[config.mk]
export PLATFORM = sky130hd
export DESIGN_NAME = rcmi_div
export DESIGN_NICKNAME = d
export VERILOG_FILES = /design/src/rtl/core/rcmi_pkg.sv /design/src/rtl/core/rcmi_div.sv
export SDC_FILE = /design/constraint.sdc
export NUM_CORES = 1
export LEC_CHECK = 0
export BUFFER_PORTS_ARGS = -buffer_cell sky130_fd_sc_hd__buf_2
export CAP_MARGIN = 15
export CORE_MARGIN = 4
export CORE_UTILIZATION = 35
export DETAILED_ROUTE_END_ITERATION = 8
export MAX_ROUTING_LAYER = met4
export SLEW_MARGIN = 20
export SYNTH_ARGS = -nofsm -noshare
export SYNTH_HDL_FRONTEND = slang
export SYNTH_SLANG_ARGS = --single-unit
[constraint.sdc]
create_clock -name clk -period 7.4 [get_ports clk]
set_input_delay 1.11 -clock clk [delete_from_list [all_inputs] [get_ports clk]]
set_output_delay 1.11 -clock clk [all_outputs]
set_load 0.02 [all_outputs]
[src/rtl/core/rcmi_pkg.sv]
`timescale 1ns / 1ps
// ----------------------------------------------------------------------------
// rcmi_pkg
// Shared types and constants for the row/column mean and invert block.
// ----------------------------------------------------------------------------
package rcmi_pkg;

  localparam int PIX_W   = 8;
  localparam int DIM_W   = 9;   // width of the dimension registers
  localparam int MEAN_W  = 16;  // 8.8 fixed point
  localparam int ROW_W   = 16;  // running row sum
  localparam int COL_W   = 16;  // column sum
  localparam int TOT_W   = 24;  // frame total
  localparam int DVD_W   = 32;  // divider numerator: frame total shifted by 8
  localparam int DVS_W   = 2 * DIM_W; // divider denominator: width * height

  localparam logic [PIX_W-1:0] PIX_MAX = 8'd255;

  localparam logic CMD_PUSH = 1'b0;
  localparam logic CMD_READ = 1'b1;

  localparam logic [1:0] KIND_PIXEL = 2'd0;
  localparam logic [1:0] KIND_ROW   = 2'd1;
  localparam logic [1:0] KIND_MEANS = 2'd2;

  localparam logic REG_WIDTH  = 1'b0;
  localparam logic REG_HEIGHT = 1'b1;

  localparam logic [DIM_W-1:0] DIM_RESET = 9'd256;

  typedef struct packed {
    logic             cmd;
    logic [PIX_W-1:0] pixel;
    logic [7:0]       column_select;
  } req_t;

  typedef struct packed {
    logic [1:0]        kind;
    logic [PIX_W-1:0]  inverted_pixel;
    logic [7:0]        row_index;
    logic [MEAN_W-1:0] mean_value;
    logic [MEAN_W-1:0] image_mean;
    logic              frame_complete;
    logic              last;
  } res_t;

  typedef struct packed {
    logic             start;
    logic [DVD_W-1:0] dividend;
    logic [DVS_W-1:0] divisor;
  } div_req_t;

  typedef struct packed {
    logic              done;
    logic [MEAN_W-1:0] quotient;
  } div_rsp_t;

  typedef enum logic [3:0] {
    ST_CLEAR,
    ST_IDLE,
    ST_PUSH,
    ST_ROW_DIV,
    ST_ROW_OUT,
    ST_RD_MEM,
    ST_COL_DIV,
    ST_IMG_DIV,
    ST_RD_OUT
  } state_t;

endpackage

[src/rtl/core/rcmi_div.sv]
`timescale 1ns / 1ps
// ----------------------------------------------------------------------------
// rcmi_div
// Radix-2 restoring divider, one quotient bit per cycle, result saturated
// to the 8.8 mean range.
// ----------------------------------------------------------------------------
module rcmi_div (
  input  logic                clk,
  input  logic                rst,
  input  rcmi_pkg::div_req_t  req,
  output rcmi_pkg::div_rsp_t  rsp
);
  import rcmi_pkg::*;

  localparam int CNT_W = $clog2(DVD_W);

  logic             busy;
  logic [CNT_W-1:0] cnt;
  logic [DVD_W-1:0] dvd;
  logic [DVS_W-1:0] dvs;
  logic [DVS_W-1:0] rem;
  logic             done;
  logic [MEAN_W-1:0] quot;

  logic [DVS_W:0]   shifted;
  logic             take;
  logic [DVS_W:0]   diff;
  logic [DVD_W-1:0] dvd_next;
  logic [DVS_W-1:0] rem_next;

  always_comb begin
    shifted  = {rem, dvd[DVD_W-1]};
    take     = (shifted >= {1'b0, dvs});
    diff     = shifted - {1'b0, dvs};
    dvd_next = {dvd[DVD_W-2:0], take};
    rem_next = take ? diff[DVS_W-1:0] : shifted[DVS_W-1:0];
  end

  always_ff @(posedge clk) begin
    if (rst) begin
      busy <= 1'b0;
      done <= 1'b0;
      cnt  <= '0;
    end else begin
      done <= 1'b0;
      if (req.start) begin
        busy <= 1'b1;
        cnt  <= '0;
      end else if (busy) begin
        cnt <= cnt + 1'b1;
        if (cnt == CNT_W'(DVD_W - 1)) begin
          busy <= 1'b0;
          done <= 1'b1;
        end
      end
    end
  end

  always_ff @(posedge clk) begin
    if (req.start) begin
      dvd <= req.dividend;
      dvs <= req.divisor;
      rem <= '0;
    end else if (busy) begin
      dvd <= dvd_next;
      rem <= rem_next;
      if (cnt == CNT_W'(DVD_W - 1)) begin
        // saturate anything above the 8.8 range
        quot <= (|dvd_next[DVD_W-1:MEAN_W]) ? {MEAN_W{1'b1}} : dvd_next[MEAN_W-1:0];
      end
    end
  end

  assign rsp.done     = done;
  assign rsp.quotient = quot;

endmodule

==> metrics.txt, run 1 <==
Final setup viols 0; vias per cell 5.24; syn_nets 497; IO Port Bufs 69; Distinct cells, synth 58; initial DRC count 275; Synth Area per Inst 11.3 um^2; ys flop type edfxtp_1; max cap viols 0; synthesis-to-layout area growth 17.1%; depth of the CTS H-tree 3; GP Congestion 0.863; Initial Util 35.8%; Warnings, synthesis 0; worst slew margin relative to its limit 38.2%; first-pass GRT wire length 17.3 mm; IO Pins 70; GRT Overall Usage 14.1%; Worst EP arrival 3.01 ns; number of CTS-inserted buffers 9; CTS tree done; Core Box Area 13,300 um^2; Seq/Total Area, Yosys 52.1%; post-CTS setup buffers 0; post-route ant nets 0; async set-or-reset flop fraction in the synthesized netlist 0%; vias in the first global route 3,499; Die W 125 um; final period utilization 40.0%; Post-layout nets 560; number of hold buffers added after cts 0; Die Area 15,500 um^2; fin crit period 2.96 ns; post-cts resize count 0; Setup Skew 0.00724 ns; setup repair after global routing missed its margin no; min-delay src rem[8]; post-route cell area 5580 um^2; chip height 125 um; Pwr Total 1.21 mW; DRC violations left 0; #FFs+latches synth 91; pwr/cell area 217 nW/um^2; CP startpoint kind register; Hold Path Depth 2; worst slew pin tran 0.924 ns; layout cell share with drive strength beyond 1 28.9%; Overflow after GRT 0; largest net degree at the start of global routing 68; Clock Sink Count 91; Mapped Area 4760 um^2; setup TNS 0 ns; final WL 10.5 mm; CP required 7.45 ns; Core Rows 42; dpl hpwl 7.32 mm; Max rail drop VDD 105 uV; Clock Path Buffers 2; RR Startpoint dvs[14]; FMAX 338 MHz; clock latency on the worst-skew pair 0.34 ns; placed inst area 5270 um^2; clock transition at the registers of the reported paths 0.07 ns; CP Capture Type register; Fin. Hold Viols 0; R2R depth 7; largest fanout on the critical path 15; cells after synthesis 423; FF-to-FF End dvd[0]; R2R setup slack 4.44 ns; DP Worst Slack 4.28 ns; drt first pass iters 4; P_leak 2.07 nW; outcome finished clean; fillers 1,266; Slew Viols, Final 0; number of synthesized flops with an enable pin 66; DR vias 3,493; initial antenna violation count 0; Worst Slack Setup Final 4.44 ns; kind of critical path register to register; per-cell routed wire length 15.7 um; Final Core Density 41.9%; diode count 0; hold-critical path endpoint rem[8]; CTS Root Cell clkbuf_16; Hold WC Path Type register to register
-- power breakdown --
part           switching (mW)  internal (mW)  total [mW]
Combinational          0.0865         0.0667       0.153
Sequential             0.0175          0.581       0.599
Clock                   0.217          0.241       0.458
Total                   0.321          0.889        1.21
-- stage by stage --
stage                     hold slack, ns  cells
after CTS                          0.504    667
final                              0.500    667
after floorplan                    0.459    423
after global placement             0.495    651
after global routing               0.526    667
after detailed placement           0.494    651
-- cell type report --
type / count / area (um^2) / share of cell area (%)
clock inverter: 7 / 81.3 / 1.46
timing repair buffer: 73 / 375 / 6.73
multi-input combinational: 287 / 2100 / 37.7
inverter: 24 / 90.1 / 1.62
clock buffer: 9 / 225 / 4.04
sequential: 91 / 2480 / 44.5
tap: 176 / 220 / 3.95
-- routing by layer --
metal / share of wire [%] / up-vias / GRT usage (%)
met4: 0.88 / 0 / 4.13
met1: 45 / 1686 / 17.7
met2: 50 / 69 / 22.8
met3: 3.9 / 6 / 3.17
met5: 0 / - / -
li1: - / 1732 / -
-- how the worst max path moves through the flow --
stage	from	to	slack, ns	cells after the start
3_3_place_gp	req[50]	dvd[25]	4.34	5
4_1_cts	dvs[14]	dvd[0]	4.46	7
3_5_place_dp	req[50]	dvd[26]	4.28	5
5_1_grt	dvs[8]	dvd[0]	4.25	8
6_report	dvs[14]	dvd[0]	4.44	7
2_1_floorplan	req[50]	quot[0]	4.88	3
-- flip-flops by register name (all words and copies together) (netlist names) --
register  cells
done          1
cnt           5
dvs          18
quot         16
rem          18
dvd          32
busy          1
-- cell usage in the layout (no fill, tap or decap), types with 4 or more instances in the layout --
cell type   n
o211ai_1    9
xor2_1      5
buf_4       4
a211oi_1    4
and2_1      7
nand3_1     8
nor4_1      4
ha_1       20
nand2b_1    8
dfxtp_1    25
or2_2      15
a21o_1      7
buf_2      69
nand2_1    23
nor2_1     22
mux2_2     31
o21ai_0    14
clkbuf_16   9
a311o_1     4
edfxtp_1   66
and3_1      5
nor3_1     11
a21oi_1    26
a311oi_1    4
nand4_1    12
xnor2_1     7
inv_1      24
-- logic make-up (layout without fill, tap and decap cells) --
group | after synthesis | count (layout) | share of synthesized area (%)
buffers and inverters | 45 | 113 | 3.84
muxes | 33 | 33 | 7.75
AOI/OAI and AO/OA | 97 | 97 | 14.3
and+or+nand+nor | 124 | 124 | 14.0
DFF | 91 | 91 | 52.1
adders and majority gates | 21 | 21 | 5.68
xor gates and xnor gates | 12 | 12 | 2.21
-- cells in the mapped netlist (7+ instances only) --
| cell | n | area (um^2) |
|---|---|---|
| a21o_1 | 7 | 52.6 |
| a21oi_1 | 26 | 130 |
| and2_1 | 7 | 43.8 |
| buf_2 | 7 | 35.0 |
| clkbuf_1 | 10 | 37.5 |
| dfxtp_1 | 25 | 500 |
| edfxtp_1 | 66 | 1980 |
| ha_1 | 20 | 250 |
| inv_1 | 24 | 90.1 |
| mux2_2 | 31 | 349 |
| nand2_1 | 23 | 86.3 |
| nand2b_1 | 8 | 50.1 |
| nand3_1 | 8 | 40.0 |
| nand4_1 | 12 | 75.1 |
| nor2_1 | 22 | 82.6 |
| nor3_1 | 11 | 55.1 |
| o211ai_1 | 9 | 67.6 |
| o21ai_0 | 14 | 70.1 |
| or2_2 | 15 | 93.8 |
| xnor2_1 | 7 | 61.3 |
-- worst max-delay path, cell delays in order (launching register included) --
cell,delay (ns)
edfxtp_1,0.32
inv_1,0.04
ha_1,0.40
a21oi_1,0.43
o21ai_1,0.23
or4_1,0.85
nand2_1,0.27
o21ai_0,0.13
No activity file was read; power rests on OpenSTA's default activity.
==> inputs of run 2 (changes only) <==
==> constraint.sdc (replaced) <==
create_clock -name clk -period 3 [get_ports clk]
set_input_delay 0.45 -clock clk [delete_from_list [all_inputs] [get_ports clk]]
set_output_delay 0.45 -clock clk [all_outputs]
set_load 0.02 [all_outputs]
==> run 2 against run 1 <==
Register-to-register slack worse by 4.2 ns. Final area grew 0.85%. Setup slack worse by 4.2 ns. Utilization is 0.36 points higher. Clock skew grew 0.0065 ns. Combinational power increased to 2.6 times the previous value. Non-clock buffer count rose by 10. First-iteration DRC count down 22%. Critical path type unchanged. Critical endpoint is now rem[12].
==> metrics.txt, run 2 (synthesized netlist as in run 1, its figures left out) <==
outcome finished clean; top sig layer met4; clock transition at the registers of the reported paths 0.08 ns; Setup Skew 0.0137 ns; initial DRC count 215; CP required 3.22 ns; P_leak 2.10 nW; Hold WC Path Type input pin to register; Post-layout nets 570; Final Core Density 42.3%; fin crit period 2.75 ns; chip height 125 um; Overflow after GRT 0; Core Rows 42; Die W 125 um; post-cts resize count 0; DRC violations left 0; Met2 Wirelength 5.35 mm; Die Area 15,500 um^2; worst slew margin relative to its limit 50.1%; layout cell share with drive strength beyond 1 29.9%; first-pass GRT wire length 18.0 mm; GP Congestion 0.930; Initial Util 35.8%; Clock Path Buffers 2; vias per cell 5.38; dpl hpwl 7.99 mm; CP startpoint kind register; post-route ant nets 0; biggest regs dvd x32, dvs x18, rem x18; most common cell after layout, fill and taps aside buf_2; synthesis-to-layout area growth 18.1%; final WL 11.1 mm; R2R setup slack 0.25 ns; max cap viols 0; met1 wire length 4.91 mm; final period utilization 91.5%; clock latency on the worst-skew pair 0.36 ns; met3 wire length 554 um; Max rail drop VDD 270 uV; Final setup viols 0; DR vias 3,642; max reg flops 32; worst slew pin tran 0.746 ns; depth of the CTS H-tree 3; post-CTS setup buffers 0; diode count 0; setup TNS 0 ns; GRT Overall Usage 14.8%; per-cell routed wire length 16.4 um; FMAX 364 MHz; drt first pass iters 4; kind of critical path register to register; Most flops, register dvd; commonest non-fill, non-tap cells in the layout buf_2, edfxtp_1, mux2_2; vias in the first global route 3,619; pwr/cell area 532 nW/um^2; CP Capture Type register; setup repair after global routing missed its margin no; CTS tree done; initial antenna violation count 0; largest net degree at the start of global routing 30; largest fanout on the critical path 9; Core Box Area 13,300 um^2; CTS Root Cell clkbuf_16; number of hold buffers added after cts 0; Fin. Hold Viols 0; Slew Viols, Final 0; IO Pins 70; IO Port Bufs 69; Worst EP arrival 2.96 ns; number of CTS-inserted buffers 9; Clock Sink Count 91
-- run 2: cell types whose count changed in the layout (fill, tap and decap cells not counted) --
cell / delta
a31oi_1: +1
a31oi_2: -1
buf_4: +10
clkinv_1: +1
clkinv_4: -1
clkinv_8: -2
clkinvlp_4: +1
inv_6: +1
-- run 2: path summary, 6_finish.rpt --
kind,start,end,cells after the start
setup / recovery,dvs[10],rem[12],9
setup reg to reg,dvs[10],rem[12],9
hold / removal,req[6],dvs[6],1
hold reg to reg,rem[2],rem[2],2
-- run 2: cell type report --
type	instances	area [um^2]
fill	1286	7670
timing repair buffer	83	450
clock buffer	9	225
sequential	91	2480
clock inverter	7	60.1
multi-input combinational	287	2100
tap	176	220
inverter	24	90.1
-- run 2: critical path, stage by stage, from the launching register on --
cell and delay, ns:
edfxtp_1 0.32, inv_1 0.04, ha_1 0.44, and4_1 0.30, or4b_1 0.47, nand3_2 0.12
nor4_2 0.07, nor2_1 0.51, buf_4 0.23, o221ai_1 0.10
-- run 2: metal layers --
metal | vias to the layer above | global-route usage, %
met5 | - | -
met4 | 0 | 6.64
met3 | 21 | 3.22
met2 | 105 | 23.1
met1 | 1762 | 18.4
li1 | 1754 | -
-- run 2: metrics by stage --
step	instance area [um^2]	cells	power (mW)	setup slack, ns	hold WS [ns]
6_report	5620	677	2.99	0.255	0.263
5_1_grt	5620	677	3.11	0.142	0.254
4_1_cts	5620	677	3.01	0.292	0.257
3_5_place_dp	5340	661	1.89	0.318	0.505
3_3_place_gp	5340	661	1.88	0.354	0.496
2_1_floorplan	4760	423	1.76	0.580	0.459
-- run 2: power breakdown --
part / switching, mW / internal (mW) / total [mW]
Clock: 0.543 / 0.579 / 1.12
Combinational: 0.227 / 0.170 / 0.397
Sequential: 0.0389 / 1.43 / 1.47
